===== src/design/mpq_pkg.sv =====
package mpq_pkg;

    localparam int DEPTH  = 16;
    localparam int IDX_W  = (DEPTH > 1) ? $clog2(DEPTH) : 1;
    localparam int CNT_W  = $clog2(DEPTH + 1);
    localparam int DATA_W = 32;
    localparam int STAT_W = 2;
    localparam int OCC_W  = 5;

    localparam logic ACT_INSERT  = 1'b0;
    localparam logic ACT_EXTRACT = 1'b1;

    localparam logic [STAT_W-1:0] STAT_OK    = 2'd0;
    localparam logic [STAT_W-1:0] STAT_FULL  = 2'd1;
    localparam logic [STAT_W-1:0] STAT_EMPTY = 2'd2;

    typedef enum logic [3:0] {
        ST_IDLE  = 4'b0001,
        ST_SCAN  = 4'b0010,
        ST_SHIFT = 4'b0100,
        ST_DONE  = 4'b1000
    } state_t;

endpackage


===== src/design/min_priority_queue.sv =====
// Insert, and extract from an empty queue: the result goes from the DONE state into the output
// registers once they are free. Extract from a filled queue: a scan of every held entry for the
// minimum, then compaction of the entries above it, at one read per cycle on the entry memory.
// One request is worked at a time; s_ready returns with the registered result, so the next is taken
// even while that result waits. Reset (aresetn low at a clock edge) empties the queue and
// drops any pending result; the entry memory is not cleared, entries are only read below the fill count.
module min_priority_queue (
    input  logic                                 aclk,
    input  logic                                 aresetn,
    input  logic                                 s_valid,
    output logic                                 s_ready,
    input  logic                                 s_action,
    input  logic signed [mpq_pkg::DATA_W-1:0]    s_priority_req,
    input  logic signed [mpq_pkg::DATA_W-1:0]    s_payload,
    output logic                                 m_valid,
    input  logic                                 m_ready,
    output logic        [mpq_pkg::STAT_W-1:0]    m_status,
    output logic signed [mpq_pkg::DATA_W-1:0]    m_result_value,
    output logic        [mpq_pkg::OCC_W-1:0]     m_occupancy
);

    localparam int DW = mpq_pkg::DATA_W;
    localparam int CW = mpq_pkg::CNT_W;
    localparam int IW = mpq_pkg::IDX_W;

    logic [2*DW-1:0] mem [mpq_pkg::DEPTH];
    logic [2*DW-1:0] rd_data_reg;
    logic            mem_we;
    logic [IW-1:0]   mem_waddr;
    logic [IW-1:0]   mem_raddr;
    logic [2*DW-1:0] mem_wdata;

    mpq_pkg::state_t state_reg, state_next;
    logic [CW-1:0]   count_reg, count_next;
    logic [CW-1:0]   iss_reg, iss_next;
    logic            rv_reg, rv_next;
    logic [CW-1:0]   ri_reg, ri_next;
    logic            have_best_reg, have_best_next;
    logic signed [DW-1:0] best_prio_reg, best_prio_next;
    logic signed [DW-1:0] best_val_reg, best_val_next;
    logic [CW-1:0]   best_idx_reg, best_idx_next;
    logic [mpq_pkg::STAT_W-1:0] res_status_reg, res_status_next;
    logic signed [DW-1:0] res_value_reg, res_value_next;
    logic            m_valid_reg, m_valid_next;
    logic [mpq_pkg::STAT_W-1:0] m_status_reg, m_status_next;
    logic signed [DW-1:0] m_value_reg, m_value_next;
    logic [mpq_pkg::OCC_W-1:0] m_occ_reg, m_occ_next;

    logic signed [DW-1:0] cand_prio;
    logic                 take_cand;

    assign s_ready        = (state_reg == mpq_pkg::ST_IDLE);
    assign m_valid        = m_valid_reg;
    assign m_status       = m_status_reg;
    assign m_result_value = m_value_reg;
    assign m_occupancy    = m_occ_reg;

    assign cand_prio = rd_data_reg[2*DW-1:DW];
    assign take_cand = !have_best_reg || (cand_prio <= best_prio_reg);

    always_ff @(posedge aclk) begin
        if (mem_we) begin
            mem[mem_waddr] <= mem_wdata;
        end
        rd_data_reg <= mem[mem_raddr];
    end

    always_comb begin
        state_next      = state_reg;
        count_next      = count_reg;
        iss_next        = iss_reg;
        rv_next         = 1'b0;
        ri_next         = ri_reg;
        have_best_next  = have_best_reg;
        best_prio_next  = best_prio_reg;
        best_val_next   = best_val_reg;
        best_idx_next   = best_idx_reg;
        res_status_next = res_status_reg;
        res_value_next  = res_value_reg;
        m_valid_next    = m_valid_reg && !m_ready;
        m_status_next   = m_status_reg;
        m_value_next    = m_value_reg;
        m_occ_next      = m_occ_reg;
        mem_we          = 1'b0;
        mem_waddr       = count_reg[IW-1:0];
        mem_wdata       = {s_priority_req, s_payload};
        mem_raddr       = iss_reg[IW-1:0];

        case (state_reg)
            mpq_pkg::ST_IDLE: begin
                if (s_valid) begin
                    res_value_next = '0;
                    res_status_next = mpq_pkg::STAT_OK;
                    state_next = mpq_pkg::ST_DONE;
                    if (s_action == mpq_pkg::ACT_INSERT) begin
                        if (count_reg == CW'(mpq_pkg::DEPTH)) begin
                            res_status_next = mpq_pkg::STAT_FULL;
                        end else begin
                            mem_we     = 1'b1;
                            count_next = count_reg + 1'b1;
                        end
                    end else if (count_reg == '0) begin
                        res_status_next = mpq_pkg::STAT_EMPTY;
                    end else begin
                        iss_next       = '0;
                        have_best_next = 1'b0;
                        state_next     = mpq_pkg::ST_SCAN;
                    end
                end
            end
            mpq_pkg::ST_SCAN: begin
                if (iss_reg < count_reg) begin
                    rv_next  = 1'b1;
                    ri_next  = iss_reg;
                    iss_next = iss_reg + 1'b1;
                end
                if (rv_reg) begin
                    if (take_cand) begin
                        best_prio_next = cand_prio;
                        best_val_next  = rd_data_reg[DW-1:0];
                        best_idx_next  = ri_reg;
                        have_best_next = 1'b1;
                    end
                    if (ri_reg == CW'(count_reg - 1'b1)) begin
                        iss_next   = CW'(best_idx_next + 1'b1);
                        state_next = mpq_pkg::ST_SHIFT;
                    end
                end
            end
            mpq_pkg::ST_SHIFT: begin
                if (iss_reg < count_reg) begin
                    rv_next  = 1'b1;
                    ri_next  = CW'(iss_reg - 1'b1);
                    iss_next = iss_reg + 1'b1;
                end
                if (rv_reg) begin
                    mem_we    = 1'b1;
                    mem_waddr = ri_reg[IW-1:0];
                    mem_wdata = rd_data_reg;
                end
                if (iss_reg >= count_reg && !rv_reg) begin
                    count_next      = count_reg - 1'b1;
                    res_status_next = mpq_pkg::STAT_OK;
                    res_value_next  = best_val_reg;
                    state_next      = mpq_pkg::ST_DONE;
                end
            end
            mpq_pkg::ST_DONE: begin
                if (!m_valid_reg || m_ready) begin
                    m_valid_next  = 1'b1;
                    m_status_next = res_status_reg;
                    m_value_next  = res_value_reg;
                    m_occ_next    = mpq_pkg::OCC_W'(count_reg);
                    state_next    = mpq_pkg::ST_IDLE;
                end
            end
            default: begin
                state_next = mpq_pkg::ST_IDLE;
            end
        endcase
    end

    always_ff @(posedge aclk) begin
        if (!aresetn) begin
            state_reg   <= mpq_pkg::ST_IDLE;
            count_reg   <= '0;
            rv_reg      <= 1'b0;
            m_valid_reg <= 1'b0;
        end else begin
            state_reg   <= state_next;
            count_reg   <= count_next;
            rv_reg      <= rv_next;
            m_valid_reg <= m_valid_next;
        end
    end

    always_ff @(posedge aclk) begin
        iss_reg        <= iss_next;
        ri_reg         <= ri_next;
        have_best_reg  <= have_best_next;
        best_prio_reg  <= best_prio_next;
        best_val_reg   <= best_val_next;
        best_idx_reg   <= best_idx_next;
        res_status_reg <= res_status_next;
        res_value_reg  <= res_value_next;
        m_status_reg   <= m_status_next;
        m_value_reg    <= m_value_next;
        m_occ_reg      <= m_occ_next;
    end

endmodule


===== config.mk =====
export PLATFORM = sky130hd
export DESIGN_NAME = min_priority_queue
export DESIGN_NICKNAME = d
export VERILOG_FILES = /design/src/design/mpq_pkg.sv /design/src/design/min_priority_queue.sv
export SDC_FILE = /design/constraint.sdc
export NUM_CORES = 1
export LEC_CHECK = 0
export BUFFER_PORTS_ARGS = -buffer_cell sky130_fd_sc_hd__buf_2
export CAP_MARGIN = 5
export CORE_UTILIZATION = 45
export CTS_CLUSTER_SIZE = 40
export DETAILED_ROUTE_END_ITERATION = 7
export PLACE_DENSITY = 0.59
export SLEW_MARGIN = 15
export SYNTH_ARGS = -nofsm -noshare
export SYNTH_HDL_FRONTEND = slang
export SYNTH_SLANG_ARGS = --single-unit

===== constraint.sdc =====
create_clock -name aclk -period 11.94 [get_ports aclk]
set_input_delay 1.194 -clock aclk [delete_from_list [all_inputs] [get_ports aclk]]
set_output_delay 1.194 -clock aclk [all_outputs]
set_load 0.01 [all_outputs]

==> impl_metrics.env, run 1 <==
export IMPL_synthArstFlopShare_pct=0
export IMPL_core_um2=104000
export IMPL_routedWlPerCell_um=27.4
export IMPL_fin_total_pwr_mw=9.66
export IMPL_grt_pass1_wl_um=152000
export IMPL_start_util_pct=45.7
export IMPL_die_h_um=327
export IMPL_numPortBuffers=109
export IMPL_clkSinkCount=1252
export IMPL_synth_edf_count=1177
export IMPL_grtUsageTotal_pct=19.6
export IMPL_die_w_um=327
export IMPL_postSynthCellCount=2068
export IMPL_syn_nets=2180
export IMPL_die_area_um2=107000
export IMPL_htreeDepth=4
export IMPL_wl_um=102000
export IMPL_setup_viol_count_final=0
export IMPL_yosysUniqueCellTypes=64
export IMPL_crit_required_ns=12.29
export IMPL_via_per_inst=5.71
export IMPL_final_cell_mix="edfxtp_1 (1177), mux4_2 (320), clkbuf_16 (132), buf_2 (109), dfxtp_1 (75)"
export IMPL_syn_to_final_growth_pct=13.9
export IMPL_antenna_found_initial=1
export IMPL_final_common_cell="edfxtp_1"
export IMPL_status="finished clean"
export IMPL_peakVddDrop_uv=139
export IMPL_critPathMaxFanout=45
export IMPL_yosys_warnings=0
export IMPL_worst_setup_path_end_kind="flop"
export IMPL_rows=118
export IMPL_cts_hold_buf=0
export IMPL_period_share_pct=42.5
export IMPL_grt_overflow_total=0
export IMPL_vias=21400
export IMPL_slew_headroom_pct=28.1
export IMPL_synth_area_leaders="edfxtp_1 (74%), mux4_2 (15%), dfxtp_1 (3.2%)"
export IMPL_clockRootBuffer="clkbuf_16"
export IMPL_drt_initial_drc_count=1912
export IMPL_cap_violations=0
export IMPL_start_kind="flop"
export IMPL_worstSkewPairLatency_ns=0.74
export IMPL_power_leakage_nw=17.4
export IMPL_tightest_slew_ns=1.08
export IMPL_ys_ff_latch=1252
export IMPL_period_needed_ns=5.07
export IMPL_remaining_drc_errors=0
export IMPL_synth_area_per_cell_um2=23.0
export IMPL_grt_setup_unrepaired="false"
export IMPL_power_density_nw_per_um2=178
export IMPL_cts_resized=0
export IMPL_drive_gt1_share_pct=31.9
export IMPL_drtAntennaViolNets=0
export IMPL_yosysTopAreaCellShare_pct=74.4
export IMPL_syn_cell_area_um2=47500
export IMPL_nNetsFinal=2366
export IMPL_dp_hpwl_um=54800
export IMPL_io_pins=110
export IMPL_cts_tree="done"
export IMPL_grt_max_degree=148
export IMPL_max_freq_mhz=197
export IMPL_numCtsBuffers=131
export IMPL_grt_pass1_vias=22600
export IMPL_cts_clk_slew_worst_paths_ns=0.06
export IMPL_setup_tns_final_ns=0
export IMPL_post_cts_setup_buffers=0
export IMPL_yosysTopAreaCell="edfxtp_1"
export IMPL_slew_violations=0
export IMPL_cts_buffer_depth=3
export IMPL_antenna_cells=0
export IMPL_largest_reg_flops=1024
export IMPL_hold_viol=0
export IMPL_firstDrtPassIters=5
export IMPL_worstPathArrival_ns=5.42
export IMPL_synth_ff_type="edfxtp_1"
export IMPL_crit_type="flop to flop"
export IMPL_hold_path_class="flop to flop"
export IMPL_place_gp_congestion=0.766
export IMPL_seq_area_frac_synth_pct=77.5
export IMPL_finClkSkew_ns=0.0224
## stage by stage
stage          cell area, µm²  util (%)  std cells  hold slack (ns)  setup WS [ns]
4_1_cts                 54200      52.0       3740            0.416           6.73
6_report                54200      52.0       3740            0.415           6.87
5_1_grt                 54200      52.0       3740            0.421           6.58
3_3_place_gp            49900      47.9       3501            0.402           6.86
3_5_place_dp            49900      47.9       3501            0.405           6.74
2_1_floorplan           47500         -       2068            0.400           6.85
## where the power goes
group | switching (mW) | internal, mW | total [mW]
sequential | 0.0655 | 4.97 | 5.04
combinational | 0.342 | 0.238 | 0.580
clock | 1.69 | 2.35 | 4.04
total | 2.10 | 7.56 | 9.66
## logic make-up (layout without fill, tap and decap cells)
group | Yosys count | after routing | share of synthesized area [%]
xor gates and xnor gates | 23 | 23 | 0.440
adders and majority gates | 43 | 43 | 1.13
AOI/OAI and AO/OA | 73 | 73 | 1.13
muxes | 389 | 389 | 16.8
buffers and inverters | 137 | 429 | 1.12
and+or+nand+nor | 151 | 151 | 1.84
DFF | 1252 | 1252 | 77.5
## worst max-delay path, cell delays in order (launching register included)
cell and delay [ns]:
dfxtp_1 0.36, nor4b_4 0.27, buf_4 0.55, nand2_4 0.59, buf_4 0.58, nor2_1 0.23, a32oi_1 0.27, nor2_4 0.94
buf_4 0.81
## per-layer routing
layer	track usage [%]	vias to the layer above	part of all wire, %
met2	32.2	545	50
met3	3.29	143	4.7
met5	0	-	0
met4	5.43	0	2.0
met1	27.3	11600	43
li1	-	9051	-
## cells in the mapped netlist (5+ instances only)
cell type     n
a21oi_1      17
a31oi_1       7
and2_1       38
buf_1        15
buf_2        16
clkbuf_1     63
dfxtp_1      75
edfxtp_1   1177
ha_1         43
inv_1        43
mux2_2       63
mux4_2      320
nand2_1      26
nand2b_1      5
nand3_1       7
nand4_1       9
nor2_1       29
nor2b_1       6
o21ai_0      11
xnor2_1      14
xor2_1        8
## area by class of cell
cell class | count | area, µm²
multi-input combinational | 679 | 10300
clock inverter | 60 | 732
tap | 1380 | 1730
clock buffer | 179 | 3540
fill | 7990 | 49900
inverter | 43 | 161
sequential | 1252 | 36800
timing repair buffer | 147 | 843
## final timing paths
| check | startpoint | end | slack, ns | cells after the start |
|---|---|---|---|---|
| max | state_reg[0]$_SDFFE_PN1P_ | mem[13][26]$_DFFE_PP_ | 6.87 | 8 |
| min | res_value_reg[31]$_SDFFCE_PN0P_ | m_result_value[31]$_DFFE_PP_ | 0.42 | 0 |
| max reg2reg | state_reg[0]$_SDFFE_PN1P_ | mem[13][26]$_DFFE_PP_ | 6.87 | 8 |
| min reg2reg | res_value_reg[31]$_SDFFCE_PN0P_ | m_result_value[31]$_DFFE_PP_ | 0.42 | 0 |
Power figures use the tool's default switching activity.
==> inputs of run 2 (changes only) <==
--- a/config.mk
+++ b/config.mk
@@ -10,7 +10,7 @@
 export CORE_UTILIZATION = 45
 export CTS_CLUSTER_SIZE = 40
 export DETAILED_ROUTE_END_ITERATION = 7
-export PLACE_DENSITY = 0.59
+export PLACE_DENSITY = 0.61
 export SLEW_MARGIN = 15
 export SYNTH_ARGS = -nofsm -noshare
 export SYNTH_HDL_FRONTEND = slang
==> constraint.sdc (replaced) <==
create_clock -name aclk -period 4.6 [get_ports aclk]
set_input_delay 0.46 -clock aclk [delete_from_list [all_inputs] [get_ports aclk]]
set_output_delay 0.46 -clock aclk [all_outputs]
set_load 0.01 [all_outputs]
==> run 2 against run 1 <==
Core utilization is 0.30 points higher. Wire length is 0.23% lower. Final area is 0.58% higher. Final cell count is 0.35% higher. Sequential share of layout area is 0.40 points lower. Sequential cell count stayed put. Die area stayed put. Count of clock-buffer cells in the layout is 1 lower. Combinational power grew to 2.6 times the previous value. First-iteration DRC count stayed put. Register-to-register slack worse by 6.1 ns.
==> impl_metrics.env, run 2 (synthesized netlist as in run 1, its figures left out) <==
export IMPL_power_leakage_nw=17.5
export IMPL_tightest_slew_ns=1.16
export IMPL_dp_hpwl_um=48900
export IMPL_holdCritStartpoint="s_action"
export IMPL_crit_required_ns=5.06
export IMPL_dpl_cell_area_um2=50100
export IMPL_fill_cells=7952
export IMPL_cap_violations=0
export IMPL_path_common_cell="ha_1"
export IMPL_dr_wl_met3_um=4830
export IMPL_r2r_start="best_prio_reg[15]$_DFFE_PP_"
export IMPL_power_density_nw_per_um2=460
export IMPL_cts_buffer_depth=3
export IMPL_path_cells="inv_1 > ha_1 > nand4_1 > nor4b_2 > o21ai_1 > o211ai_2 > a211oi_4 > xnor2_2 > nor2_8 > mux2_1 > ha_1 > nor2b_1 > o221ai_1 > o2111ai_1"
export IMPL_start_kind="flop"
export IMPL_firstDrtPassIters=5
export IMPL_grt_max_degree=130
export IMPL_finClkSkew_ns=0.0306
export IMPL_drive_gt1_share_pct=32.5
export IMPL_htreeDepth=4
export IMPL_grt_setup_unrepaired="false"
export IMPL_status="finished clean"
export IMPL_drtAntennaViolNets=0
export IMPL_cp_slowest_cell="nor4b_2"
export IMPL_final_common_cell="edfxtp_1"
export IMPL_place_ws_ns=0.748
export IMPL_die_area_um2=107000
export IMPL_drt_initial_drc_count=1912
export IMPL_seq_power_share_pct=52.1
export IMPL_grt_pass1_vias=22800
export IMPL_cts_clk_slew_worst_paths_ns=0.06
export IMPL_fin_total_pwr_mw=25.1
export IMPL_switching_share_pct=21.2
export IMPL_numCtsBuffers=131
export IMPL_p_int_mw=19.8
export IMPL_crit_type="flop to flop"
export IMPL_via_per_inst=5.71
export IMPL_wl_met2_um=53000
export IMPL_numPortBuffers=109
export IMPL_grt_pass1_wl_um=152000
export IMPL_final_cell_mix="edfxtp_1 (1177), mux4_2 (320), clkbuf_16 (136), buf_2 (109), dfxtp_1 (75)"
export IMPL_slowest_delay_ns=0.60
export IMPL_place_gp_congestion=0.785
export IMPL_multiInputGateArea_um2=10300
export IMPL_vias=21400
export IMPL_top_layer_used="met4"
export IMPL_die_h_um=327
export IMPL_critPathMaxFanout=9
export IMPL_cp_top_family="simple AND/OR/NAND/NOR gates"
export IMPL_post_cts_setup_buffers=0
export IMPL_antenna_found_initial=1
export IMPL_cts_resized=0
export IMPL_setup_slack_ns=0.775
export IMPL_slew_headroom_pct=22.6
export IMPL_hold_path_class="primary input to flop"
export IMPL_start_util_pct=45.7
export IMPL_path_buf_inv=1
export IMPL_slew_violations=0
export IMPL_period_needed_ns=3.83
export IMPL_dp_cells=3509
export IMPL_core_um2=104000
export IMPL_cts_tree="done"
export IMPL_syn_to_final_growth_pct=14.6
export IMPL_worst_setup_path_end_kind="flop"
export IMPL_clkSinkCount=1252
export IMPL_worstPathArrival_ns=4.28
export IMPL_critPathLaunch="best_prio_reg[15]$_DFFE_PP_"
export IMPL_grtUsageTotal_pct=19.6
export IMPL_routedWlPerCell_um=27.2
export IMPL_pwr_share_clk_pct=41.9
export IMPL_fin_cells=3753
export IMPL_rows=118
export IMPL_holdWs_ns=0.0761
export IMPL_regArea_um2=36800
export IMPL_io_pins=110
export IMPL_fin_util_pct=52.3
export IMPL_cts_hold_buf=1
export IMPL_peakVddDrop_uv=309
export IMPL_setup_tns_final_ns=0
export IMPL_worstSkewPairLatency_ns=0.74
export IMPL_remaining_drc_errors=0
export IMPL_antenna_cells=0
export IMPL_setup_viol_count_final=0
export IMPL_max_freq_mhz=261
export IMPL_clockRootBuffer="clkbuf_16"
export IMPL_die_w_um=327
export IMPL_grt_overflow_total=0
export IMPL_wl_um=102000
export IMPL_largest_reg_flops=1024
export IMPL_nNetsFinal=2375
export IMPL_p_comb_share_pct=6.0
export IMPL_fin_area_um2=54500
export IMPL_wl_met1_um=42500
export IMPL_p_switching_mw=5.31
export IMPL_hold_viol=0
export IMPL_period_share_pct=83.2
-- run 2: cell count changes in the layout (fill, tap and decap cells not counted), sizes merged --
| cell | before | now |
|---|---|---|
| inv | 55 | 50 |
| clkinv | 35 | 43 |
| buf | 147 | 155 |
| dlygate4sd3 | 0 | 1 |
| clkbuf | 179 | 178 |
| clkinvlp | 2 | 4 |
-- run 2: final timing paths --
| check | slack, ns | endpoint | cells after the start |
|---|---|---|---|
| setup / recovery | 0.77 | iss_reg[2]$_DFFE_PP_ | 14 |
| hold / removal | 0.08 | res_status_reg[0]$_SDFFCE_PP0P_ | 2 |
| setup reg to reg | 0.77 | iss_reg[2]$_DFFE_PP_ | 14 |
| hold reg to reg | 0.40 | m_result_value[8]$_DFFE_PP_ | 0 |
-- run 2: power by group through the flow --
stage	clock network [mW]	registers (mW)	logic [mW]
after global placement	0	13.3	1.50
final	10.5	13.1	1.49
after CTS	10.8	13.1	1.54
after floorplan	0	13.3	1.02
after global routing	11.2	13.1	1.62
after detailed placement	0	13.3	1.53
-- run 2: metal layers --
metal,GRT usage [%],vias to the layer above
li1,-,9091
met1,26.0,11600
met2,33.8,541
met3,3.24,147
met4,5.14,0
met5,0,-
-- run 2: cell type report --
cell class / instances / share of cell area [%]
Sequential cell: 1252 / 67.6
Clock buffer: 178 / 6.72
Inverter: 43 / 0.296
Clock inverter: 65 / 1.25
Timing Repair Buffer: 156 / 2.00
Multi-Input combinational cell: 679 / 18.9
Tap cell: 1380 / 3.17
